### src/hw/rtl/sorted_table_binary_search_unit_assert.svh
// Assertion macros for the sorted table binary search unit.
// Used by the top level only; no other dependencies.
`ifndef SORTED_TABLE_BINARY_SEARCH_UNIT_ASSERT_SVH
`define SORTED_TABLE_BINARY_SEARCH_UNIT_ASSERT_SVH

// same-cycle implication
`define STBS_ASSERT_NOW(label, clk, rst_n, ante, cons, msg) \
    label: assert property (@(posedge clk) disable iff (!rst_n) (ante) |-> (cons)) \
        else $error(msg);

// next-cycle implication
`define STBS_ASSERT_NEXT(label, clk, rst_n, ante, cons, msg) \
    label: assert property (@(posedge clk) disable iff (!rst_n) (ante) |=> (cons)) \
        else $error(msg);

`endif

### src/hw/rtl/stbs_pkg.sv
// Shared types, codes and helpers of the sorted table binary search unit.
// No dependencies.
`default_nettype none
package stbs_pkg;

    typedef enum logic [3:0] {
        S_IDLE  = 4'b0001,
        S_CHECK = 4'b0010,
        S_CMP   = 4'b0100,
        S_FCMP  = 4'b1000
    } state_t;

    localparam logic       ACT_LOAD    = 1'b0;
    localparam logic       ACT_SEARCH  = 1'b1;
    localparam logic       MODE_EARLY  = 1'b0;
    localparam logic       MODE_LOWER  = 1'b1;
    localparam logic [1:0] REG_LENGTH  = 2'd0;
    localparam logic [1:0] REG_MODE    = 2'd1;

    function automatic logic [3:0] sat_add(input logic [3:0] a, input logic [1:0] b);
        logic [4:0] sum;
        sum = {1'b0, a} + {3'b000, b};
        sat_add = sum[4] ? 4'hF : sum[3:0];
    endfunction

endpackage
`default_nettype wire

### src/hw/rtl/stbs_ram.sv
// Generic single-clock RAM: one write port, one registered read port.
// No dependencies.
`default_nettype none
module stbs_ram #(
    parameter int WIDTH = 32,
    parameter int DEPTH = 32
) (
    input  wire                                      clk,
    input  wire                                      wr_en,
    input  wire  [(DEPTH > 1 ? $clog2(DEPTH) : 1)-1:0] wr_addr,
    input  wire  [WIDTH-1:0]                         wr_data,
    input  wire                                      rd_en,
    input  wire  [(DEPTH > 1 ? $clog2(DEPTH) : 1)-1:0] rd_addr,
    output logic [WIDTH-1:0]                         rd_data
);

    logic [WIDTH-1:0] mem [DEPTH];

    always_ff @(posedge clk)
    begin
        if (wr_en)
        begin
            mem[wr_addr] <= wr_data;
        end
        if (rd_en)
        begin
            rd_data <= mem[rd_addr];
        end
    end

endmodule
`default_nettype wire

### src/hw/rtl/sorted_table_binary_search_unit.sv
// Sorted table binary search unit: table RAM, probe sequencer, config registers.
// Depends on stbs_pkg, stbs_ram and sorted_table_binary_search_unit_assert.svh.
// Load: written at the accept edge, no result. Search: probes read in S_CHECK, compare in
// S_CMP; strobe from S_CMP on an early-exit hit, from S_CHECK on an early-exit miss or an
// empty table, from S_FCMP in lower-bound mode; next word can start with the strobe.
// Reset clears state, done, probe count, config; table undefined until loaded; no stall.
`default_nettype none
`include "sorted_table_binary_search_unit_assert.svh"
module sorted_table_binary_search_unit #(
    parameter int TABLE_DEPTH = 32
) (
    input  wire         clk,
    input  wire         rst_n,
    input  wire         start,
    output logic        busy,
    input  wire         action,
    input  wire  [4:0]  entry_index,
    input  wire  [31:0] entry_value,
    input  wire  [31:0] search_key,
    output logic        done,
    output logic        found,
    output logic [4:0]  position,
    output logic [3:0]  probe_count,
    input  wire         cfg_valid,
    output logic        cfg_ready,
    input  wire  [1:0]  cfg_index,
    input  wire  [7:0]  cfg_data
);

    localparam int ADDR_W = (TABLE_DEPTH > 1) ? $clog2(TABLE_DEPTH) : 1;
    localparam int CNT_W  = $clog2(TABLE_DEPTH + 1);

    stbs_pkg::state_t   state_reg, state_next;
    logic [CNT_W-1:0]   first_reg, first_next;
    logic [CNT_W-1:0]   hi_reg, hi_next;
    logic [ADDR_W-1:0]  mid_reg, mid_next;
    logic [31:0]        key_reg, key_next;
    logic               mode_reg, mode_next;
    logic [3:0]         count_reg, count_next;
    logic [5:0]         length_reg;
    logic               cfg_mode_reg;
    logic               done_reg, done_next;
    logic               found_reg, found_next;
    logic [4:0]         pos_reg, pos_next;

    logic [CNT_W-1:0]   len_eff;
    logic [CNT_W:0]     mid_sum;
    logic [ADDR_W-1:0]  mid_calc;
    logic               accept;
    logic               ram_wr_en;
    logic               ram_rd_en;
    logic [ADDR_W-1:0]  ram_rd_addr;
    logic [31:0]        ram_rd_data;

    assign accept    = start && (state_reg == stbs_pkg::S_IDLE);
    assign busy      = (state_reg != stbs_pkg::S_IDLE);
    assign cfg_ready = 1'b1;
    assign ram_wr_en = accept && (action == stbs_pkg::ACT_LOAD)
                       && (32'(entry_index) < TABLE_DEPTH);

    assign len_eff  = (32'(length_reg) > TABLE_DEPTH) ? CNT_W'(TABLE_DEPTH)
                                                      : CNT_W'(length_reg);
    assign mid_sum  = {1'b0, first_reg} + {1'b0, hi_reg} - (CNT_W+1)'(1);
    assign mid_calc = ADDR_W'(mid_sum >> 1);

    stbs_ram #(
        .WIDTH (32),
        .DEPTH (TABLE_DEPTH)
    ) u_table (
        .clk     (clk),
        .wr_en   (ram_wr_en),
        .wr_addr (ADDR_W'(entry_index)),
        .wr_data (entry_value),
        .rd_en   (ram_rd_en),
        .rd_addr (ram_rd_addr),
        .rd_data (ram_rd_data)
    );

    always_comb
    begin
        state_next  = state_reg;
        first_next  = first_reg;
        hi_next     = hi_reg;
        mid_next    = mid_reg;
        key_next    = key_reg;
        mode_next   = mode_reg;
        count_next  = count_reg;
        done_next   = 1'b0;
        found_next  = found_reg;
        pos_next    = pos_reg;
        ram_rd_en   = 1'b0;
        ram_rd_addr = mid_calc;
        unique case (state_reg)
            stbs_pkg::S_IDLE:
            begin
                if (accept && (action == stbs_pkg::ACT_SEARCH))
                begin
                    key_next   = search_key;
                    mode_next  = cfg_mode_reg;
                    first_next = '0;
                    hi_next    = len_eff;
                    count_next = '0;
                    state_next = stbs_pkg::S_CHECK;
                end
            end
            stbs_pkg::S_CHECK:
            begin
                if (mode_reg == stbs_pkg::MODE_EARLY)
                begin
                    if (first_reg < hi_reg)
                    begin
                        ram_rd_en  = 1'b1;
                        mid_next   = mid_calc;
                        state_next = stbs_pkg::S_CMP;
                    end
                    else
                    begin
                        done_next  = 1'b1;
                        found_next = 1'b0;
                        pos_next   = '0;
                        state_next = stbs_pkg::S_IDLE;
                    end
                end
                else if (({1'b0, first_reg} + (CNT_W+1)'(1)) < {1'b0, hi_reg})
                begin
                    ram_rd_en  = 1'b1;
                    mid_next   = mid_calc;
                    state_next = stbs_pkg::S_CMP;
                end
                else
                begin
                    count_next = stbs_pkg::sat_add(count_reg, 2'd1);
                    if (hi_reg == '0)
                    begin
                        done_next  = 1'b1;
                        found_next = 1'b0;
                        pos_next   = '0;
                        state_next = stbs_pkg::S_IDLE;
                    end
                    else
                    begin
                        ram_rd_en   = 1'b1;
                        ram_rd_addr = ADDR_W'(first_reg);
                        state_next  = stbs_pkg::S_FCMP;
                    end
                end
            end
            stbs_pkg::S_CMP:
            begin
                count_next = stbs_pkg::sat_add(count_reg, 2'd2);
                state_next = stbs_pkg::S_CHECK;
                if (mode_reg == stbs_pkg::MODE_EARLY)
                begin
                    if ($signed(key_reg) < $signed(ram_rd_data))
                    begin
                        hi_next = CNT_W'(mid_reg);
                    end
                    else if ($signed(key_reg) > $signed(ram_rd_data))
                    begin
                        first_next = CNT_W'(mid_reg) + CNT_W'(1);
                    end
                    else
                    begin
                        done_next  = 1'b1;
                        found_next = 1'b1;
                        pos_next   = 5'(mid_reg);
                        state_next = stbs_pkg::S_IDLE;
                    end
                end
                else if ($signed(key_reg) > $signed(ram_rd_data))
                begin
                    first_next = CNT_W'(mid_reg) + CNT_W'(1);
                end
                else
                begin
                    hi_next = CNT_W'(mid_reg) + CNT_W'(1);
                end
            end
            stbs_pkg::S_FCMP:
            begin
                done_next  = 1'b1;
                found_next = (key_reg == ram_rd_data);
                pos_next   = (key_reg == ram_rd_data) ? 5'(first_reg) : 5'd0;
                state_next = stbs_pkg::S_IDLE;
            end
            default:
            begin
                state_next = stbs_pkg::S_IDLE;
            end
        endcase
    end

    always_ff @(posedge clk or negedge rst_n)
    begin
        if (!rst_n)
        begin
            state_reg    <= stbs_pkg::S_IDLE;
            done_reg     <= 1'b0;
            count_reg    <= '0;
            length_reg   <= '0;
            cfg_mode_reg <= stbs_pkg::MODE_EARLY;
        end
        else
        begin
            state_reg <= state_next;
            done_reg  <= done_next;
            count_reg <= count_next;
            if (cfg_valid && cfg_ready)
            begin
                unique case (cfg_index)
                    stbs_pkg::REG_LENGTH: length_reg   <= cfg_data[5:0];
                    stbs_pkg::REG_MODE:   cfg_mode_reg <= cfg_data[0];
                    default:              ;
                endcase
            end
        end
    end

    always_ff @(posedge clk)
    begin
        first_reg <= first_next;
        hi_reg    <= hi_next;
        mid_reg   <= mid_next;
        key_reg   <= key_next;
        mode_reg  <= mode_next;
        found_reg <= found_next;
        pos_reg   <= pos_next;
    end

    assign done        = done_reg;
    assign found       = found_reg;
    assign position    = pos_reg;
    assign probe_count = count_reg;

    `STBS_ASSERT_NOW(a_done_idle, clk, rst_n, done_reg, state_reg == stbs_pkg::S_IDLE,
                     "result word while sequencer busy")
    `STBS_ASSERT_NEXT(a_search_busy, clk, rst_n,
                      accept && (action == stbs_pkg::ACT_SEARCH), busy,
                      "search word accepted but sequencer idle")
    `STBS_ASSERT_NOW(a_miss_pos, clk, rst_n, done_reg && !found_reg, pos_reg == 5'd0,
                     "miss word with nonzero position")

endmodule
`default_nettype wire

### config.mk
export PLATFORM = sky130hd
export DESIGN_NAME = sorted_table_binary_search_unit
export DESIGN_NICKNAME = d
export VERILOG_FILES = /design/src/hw/rtl/stbs_pkg.sv /design/src/hw/rtl/stbs_ram.sv /design/src/hw/rtl/sorted_table_binary_search_unit.sv
export VERILOG_INCLUDE_DIRS = /design/src /design/src/hw/rtl
export SDC_FILE = /design/constraint.sdc
export NUM_CORES = 1
export LEC_CHECK = 0
export BUFFER_PORTS_ARGS = -buffer_cell sky130_fd_sc_hd__buf_4
export CORE_ASPECT_RATIO = 1.25
export CORE_MARGIN = 10
export CORE_UTILIZATION = 51
export DETAILED_ROUTE_END_ITERATION = 6
export PLACE_DENSITY = 0.67
export SYNTH_ARGS = -nofsm -noshare
export SYNTH_HDL_FRONTEND = slang
export SYNTH_SLANG_ARGS = --single-unit
### constraint.sdc
create_clock -name clk -period 4.2 [get_ports clk]
set_input_delay 1.05 -clock clk [delete_from_list [all_inputs] [get_ports clk]]
set_output_delay 1.05 -clock clk [all_outputs]
set_load 0.05 [all_outputs]
==> metrics.cfg, run 1 <==
[synth]
synth-xor-area-share_pct = 0.3188
yosys_most_used_dff = edfxtp_1
yosys_warnings = 0
synth_cell_type_count = 69
synthMuxAreaShare_pct = 13.21
syn_inst = 2057
syn-num-nets = 2196
synth_compound_area_share_pct = 3.731
syn_avg_cell_area_um2 = 21.37
synth_edf_count = 1112
ys_async_sr_fraction_pct = 1.418
ys_ff_latch = 1128
synth_area_mm2 = 0.04396
ys_seq_area_share_pct = 76.87
synthAdderAreaFrac_pct = 1.582
synthSimpleGateAreaFrac_pct = 2.530
synth_top_family_by_area = multiplexers

[detailed_routing]
vias = 22270
wl_per_cell_um = 30.86
vias_per_cell = 6.313
post-route-drc-count = 0
drt_pass1_iterations = 7
drt-initial-drc-count = 2411
detail_route.wirelength_um = 108900
drtAntennaViolNets = 0

[final_layout]
final_util_pct = 59.80
fillers = 5956
regArea_mm2 = 0.03379
syn_to_final_growth_pct = 16.41
stdcell_count = 3527
final_nets = 2474
drive_above_1_share_pct = 30.94
largest_register_ffs = 1024
multi_input_area_mm2 = 0.009707

[timing]
finalCriticalPeriod_ns = 4.002
tns_ns = 0
fmax_ghz = 0.2499
hold_viol_final = 0
drv_slew = 0
finClkSkew_ns = 0.02828
rsz0062_at_grt = no
worstMarginPinSlew_ns = 0.9323
max_slew_margin_pct = 37.85
finalSetupViolCount = 0
hold-worst-slack_ns = 0.2117
period_share_pct = 95.29

[setup_path]
cp_max_fo = 16
critPathRequiredTime_ns = 4.56
cp-end-kind = register
path_class = reg -> reg
critPathLaunchType = register
cp.arrival_ns = 4.36

[pwr]
ir_worst_vdd_v = 0.0003257
power_density_mw_per_mm2 = 529.3
p_leak_nw = 16.70

[die]
fp.dieArea_mm2 = 0.09842
io_pins = 97
die_x_um = 282.6
rows = 120
start_util_pct = 51.37
die_h_um = 348.3
design.core.area_mm2 = 0.08558

[global_route]
track_usage_pct = 22.28
grt_start_max_net_pins = 34
grt_pass1_wl_um = 157500
grt.met2_usage_pct = 37.19
grt.overflow.total = 0
met1_usage_pct = 29.72
antenna_found_initial = 3
met3_usage_pct = 3.739
grt.busiest_layer = met2
grt_pass1_vias = 22830

[clock_network]
cts_buffer_depth = 3
cts_root_buf = clkbuf_16
cts_resized = 0
cts_tree = built
clock_latency_ns = 0.69
cts.reportedPaths.clkPinSlew_ns = 0.06
cts_sinks = 1128
holdBufCountCts = 0
numCtsBuffers = 107
htree_num_levels = 3
cts_setup_buffers = 0

[placement]
io_buffers = 93
place_inst = 3317
detailed_place_hpwl_um = 64610
gp_congestion = 0.8275

[hold_path]
hold_path.class = in -> async

[flow_run]
max_cap_violations = 0

[outcome]
status = complete, no violations

[Yosys cell counts (all sizes together), types with 5 or more instances]
master	instances	area, um^2
nand3	16	80.08
a21oi	37	196.4
inv	53	201.5
buf	71	474.2
xor2	9	78.83
a21o	17	127.6
mux2	8	90.09
mux4	249	5608
nand3b	9	67.56
o21ai	16	95.09
nor2b	5	31.28
edfxtp	1112	33390
nor2	58	227.7
clkbuf	25	93.84
xnor2	7	61.31
nor3	10	50.05
a22o	5	43.79
mux2i	11	110.1
ha	54	675.7
nand2b	7	43.79
nand4	43	269.0
nand2	47	183.9
dfrtp	15	375.4
a22oi	126	945.9
[report_power, final]
group | total [mW] | internal [mW] | switching [mW]
clock network | 9.61 | 5.46 | 4.14
registers | 12.6 | 12.6 | 0.0666
logic | 4.86 | 2.32 | 2.54
[layout by cell type, fill, tap and decap left out, types with 13 or more instances in the layout]
cell / synthesis / layout
a21o_1: 17 / 17
a21oi_1: 34 / 34
a22oi_1: 126 / 126
buf_12: 0 / 48
buf_4: 17 / 217
clkbuf_1: 25 / 13
clkbuf_16: 0 / 110
clkinv_1: 0 / 24
clkinv_2: 0 / 25
dfrtp_1: 15 / 15
edfxtp_1: 1112 / 1112
ha_1: 54 / 54
inv_1: 52 / 52
mux4_2: 249 / 249
nand2_1: 46 / 46
nand3_1: 16 / 16
nand4_1: 43 / 43
nor2_1: 56 / 20
nor2_4: 1 / 37
[cell families after synthesis]
kind of cell | count (synthesis)
AOI/OAI and AO/OA | 227
xor gates and xnor gates | 16
adders and majority gates | 55
buffers and inverters | 149
DFF | 1128
muxes | 268
other | 1
and+or+nand+nor | 213
[worst max-delay path, cell delays in order (launching register included)]
cell and delay (ns):
edfxtp_1 0.41, ha_1 0.23, buf_4 0.14, xor2_1 0.14, ha_1 0.31, nand3_1 0.09
a21oi_1 0.21, o21a_1 0.23, nand2_4 0.12, o21ai_4 0.26, buf_12 0.23, buf_12 0.20
mux4_2 0.51, a22oi_1 0.31, nand4_1 0.26
[path summary, 6_finish.rpt]
kind,from,end,slack [ns],cells after the start
max,first_reg[0]$_SDFFCE_PN0P_,u_table.rd_data[18]$_DFFE_PP_,0.20,14
min in group clk,cfg_mode_reg$_DFFE_PN0P_,mode_reg$_DFFE_PP_,0.46,0
max reg2reg,first_reg[0]$_SDFFCE_PN0P_,u_table.rd_data[18]$_DFFE_PP_,0.20,14
min reg2reg,cfg_mode_reg$_DFFE_PN0P_,mode_reg$_DFFE_PP_,0.46,0
max in group asynchronous,rst_n,state_reg[0]$_DFFE_PN1N_,3.74,1
min,rst_n,length_reg[4]$_DFFE_PN0P_,0.21,1
[final cells by class]
type                       count  area share [%]
antenna                        5         0.02445
multi-input combinational    780           18.97
tap                         1098           2.684
sequential                  1128           66.03
inverter                      53          0.3936
timing repair buffer         265           5.061
clock buffer                 123           5.474
clock inverter                75           1.367
[through the flow]
| step | cell area [um^2] | worst slack [ns] | power (mW) |
|---|---|---|---|
| final | 51180 | 0.1976 | 27.09 |
| after global routing | 51170 | 0.001031 | 27.99 |
| after CTS | 51110 | 0.1705 | 27.28 |
| after detailed placement | 47610 | 0.2160 | 17.73 |
| after global placement | 47610 | 0.2527 | 17.66 |
| after floorplan | 43960 | 0.7049 | 15.89 |
[routing by layer]
layer  wire length (um)  vias up
met1              41130    11760
met5                 17        -
met3               9543      202
met4               3074        2
li1                   -     9203
met2              55080     1096
Power figures use the tool's default switching activity.
==> run 2, diff against run 1 <==
--- a/config.mk
+++ b/config.mk
@@ -7,11 +7,13 @@
 export NUM_CORES = 1
 export LEC_CHECK = 0
 export BUFFER_PORTS_ARGS = -buffer_cell sky130_fd_sc_hd__buf_4
+export CAP_MARGIN = 20
 export CORE_ASPECT_RATIO = 1.25
 export CORE_MARGIN = 10
 export CORE_UTILIZATION = 51
 export DETAILED_ROUTE_END_ITERATION = 6
 export PLACE_DENSITY = 0.67
+export RECOVER_POWER = 100
 export SYNTH_ARGS = -nofsm -noshare
 export SYNTH_HDL_FRONTEND = slang
 export SYNTH_SLANG_ARGS = --single-unit
==> metrics.cfg, run 2 (synthesis gave the netlist of run 1 again) <==
[pwr]
power_frac_comb_pct = 17.7  ; -0.2 points
switching_share_pct = 24.95  ; +0.039 points
p_int_mw = 20.30  ; -0.22%
p_leak_nw = 16.33  ; -2.2%
pwr-share-seq_pct = 46.7  ; about the same
ir_worst_vdd_v = 0.0003264  ; +0.22%
power_density_mw_per_mm2 = 535.0  ; +1.1%
p_switching_mw = 6.747  ; about the same
power_frac_clock_pct = 35.6  ; about the same

[timing]
period_share_pct = 95.86  ; +0.57 points
hold_viol_final = 0  ; unchanged
max_slew_margin_pct = -58.83  ; -97 points
worstMarginPinSlew_ns = 2.382  ; +1.450 ns
rsz0062_at_grt = no
tns_ns = 0  ; unchanged
finClkSkew_ns = 0.03224  ; +0.003959 ns
drv_slew = 89  ; +89
finalSetupViolCount = 0  ; unchanged
fmax_ghz = 0.2484  ; -0.59%
finalCriticalPeriod_ns = 4.026  ; +0.02391 ns

[placement]
dpl_cell_area_mm2 = 0.04761  ; unchanged
gp_congestion = 0.8275  ; unchanged
place_inst = 3317  ; unchanged
io_buffers = 93  ; unchanged
detailed_place_hpwl_um = 64610  ; unchanged

[final_layout]
layout_common_cells = edfxtp_1 (1112), mux4_2 (249), a22oi_1 (126), clkbuf_16 (110), clkbuf_1 (95)
drive_above_1_share_pct = 26.73  ; -4.2 points
final_area_mm2 = 0.05055  ; -1.2%
fillers = 6083  ; +2.1%
stdcell_count = 3527  ; unchanged
syn_to_final_growth_pct = 14.98
final_nets = 2474  ; unchanged
largest_register_ffs = 1024  ; unchanged
final_common_cell = edfxtp_1
final_util_pct = 59.06  ; -0.74 points

[setup_path]
cpMostUsedCell = clkbuf_1
slowest_stage = clkbuf_2
crit_chain = nor4b_1 -> clkbuf_1 -> nand2_1 -> nor3b_1 -> clkbuf_1 -> nand3_1 -> nor2_4 -> clkbuf_2
crit_family = buffers and inverters
worst-path-buf-inv = 3  ; unchanged
cp_max_fo = 32  ; +16
cp-end-kind = register
critPathRequiredTime_ns = 4.46  ; -0.10 ns
ff2ff_setup_slack_ns = 0.17  ; -0.02 ns
critPathLaunchType = register
cp.arrival_ns = 4.29  ; -0.07 ns
slowest_delay_ns = 1.24  ; +0.73 ns
path_class = reg -> reg

[die]
rows = 120  ; unchanged
design.core.area_mm2 = 0.08558  ; unchanged
start_util_pct = 51.37  ; unchanged
fp.dieArea_mm2 = 0.09842  ; unchanged
die_x_um = 282.6  ; unchanged
io_pins = 97  ; unchanged
die_h_um = 348.3  ; unchanged

[clock_network]
cts_tree = built
cts_resized = 0  ; unchanged
clock_latency_ns = 0.69  ; about the same
numCtsBuffers = 107  ; unchanged
htree_num_levels = 3  ; unchanged
cts.reportedPaths.clkPinSlew_ns = 0.06  ; about the same
cts_buffer_depth = 3  ; unchanged
cts_root_buf = clkbuf_16
cts_sinks = 1128  ; unchanged

[detailed_routing]
vias_per_cell = 6.307  ; about the same
post-route-drc-count = 0  ; unchanged
vias = 22240  ; -0.099%
detail_route.wirelength_um = 108900  ; about the same
drtAntennaViolNets = 0  ; unchanged
wl_per_cell_um = 30.88  ; about the same
drt_pass1_iterations = 6  ; -1
drt-initial-drc-count = 2465  ; +2.2%

[global_route]
grt.overflow.total = 0  ; unchanged
antenna_found_initial = 3  ; unchanged
grt_pass1_vias = 22830  ; unchanged
grt_pass1_wl_um = 157500  ; unchanged
grt_start_max_net_pins = 34  ; unchanged
track_usage_pct = 22.28  ; unchanged

[outcome]
status = complete, but fails checks
violations = max-capacitance violations, max-slew violations

[hold_path]
hold_path.class = in -> async

[flow_run]
max_cap_violations = 4  ; +4

-- run 2: cell count changes in the layout (fill, tap and decap cells not counted), sizes merged --
cell | before | now
buf | 265 | 117
dlymetal6s2s | 0 | 1
clkbuf | 123 | 270
-- run 2: final cells by class --
class,count,area [um^2],share of cell area [%]
Tap cell,1098,1374,2.718
Antenna cell,5,12.51,0.02475
Inverter,53,201.4,0.3985
Clock buffer,123,2801,5.542
Sequential cell,1128,33790,66.85
Multi-Input combinational cell,780,9587,18.97
Timing Repair Buffer,265,2079,4.114
Clock inverter,75,699.4,1.384
-- run 2: routing by layer --
metal / wire [um] / track usage, % / vias to the layer above
li1: - / - / 9203
met3: 9689 / 3.739 / 205
met1: 41110 / 29.72 / 11740
met4: 3134 / 7.118 / 4
met2: 54970 / 37.19 / 1088
met5: 24 / 0 / -
-- run 2: worst paths after layout --
check	end	depth (start not counted)	start
worst min register to register	mode_reg$_DFFE_PP_	0	cfg_mode_reg$_DFFE_PN0P_
worst min-delay path	length_reg[4]$_DFFE_PN0P_	1	rst_n
max in group asynchronous	length_reg[2]$_DFFE_PN0P_	1	rst_n
worst max-delay path	u_table.mem[28][23]$_DFFE_PP_	8	state_reg[0]$_DFFE_PN1N_
worst max register to register	u_table.mem[28][23]$_DFFE_PP_	8	state_reg[0]$_DFFE_PN1N_
min in group clk	mode_reg$_DFFE_PP_	0	cfg_mode_reg$_DFFE_PN0P_
-- run 2: per-stage QoR --
| stage | setup slack, ns | hold WS [ns] | power, mW |
|---|---|---|---|
| 6_report | 0.1737 | 0.4553 | 27.05 |
| 5_1_grt | 0.004295 | 0.4727 | 27.94 |
| 4_1_cts | 0.1705 | 0.1821 | 27.28 |
| 3_5_place_dp | 0.2160 | 0.4350 | 17.73 |
| 3_3_place_gp | 0.2527 | 0.4302 | 17.66 |
| 2_1_floorplan | 0.7049 | 0.4194 | 15.89 |
-- run 2: repair_timing --
action,in CTS,in global routing
hold endpoints to repair,0,0
setup buffers,0,7
hold buffers,0,0
setup endpoints to repair,0,4
-- run 2: power groups by stage --
| stage | combinational (mW) | clock (mW) | sequential (mW) |
|---|---|---|---|
| floorplan | 3.01 | 0 | 12.9 |
| global placement | 4.80 | 0 | 12.9 |
| detailed placement | 4.87 | 0 | 12.9 |
| CTS | 4.91 | 9.75 | 12.6 |
| global route | 5.12 | 10.2 | 12.6 |
| finish | 4.79 | 9.62 | 12.6 |
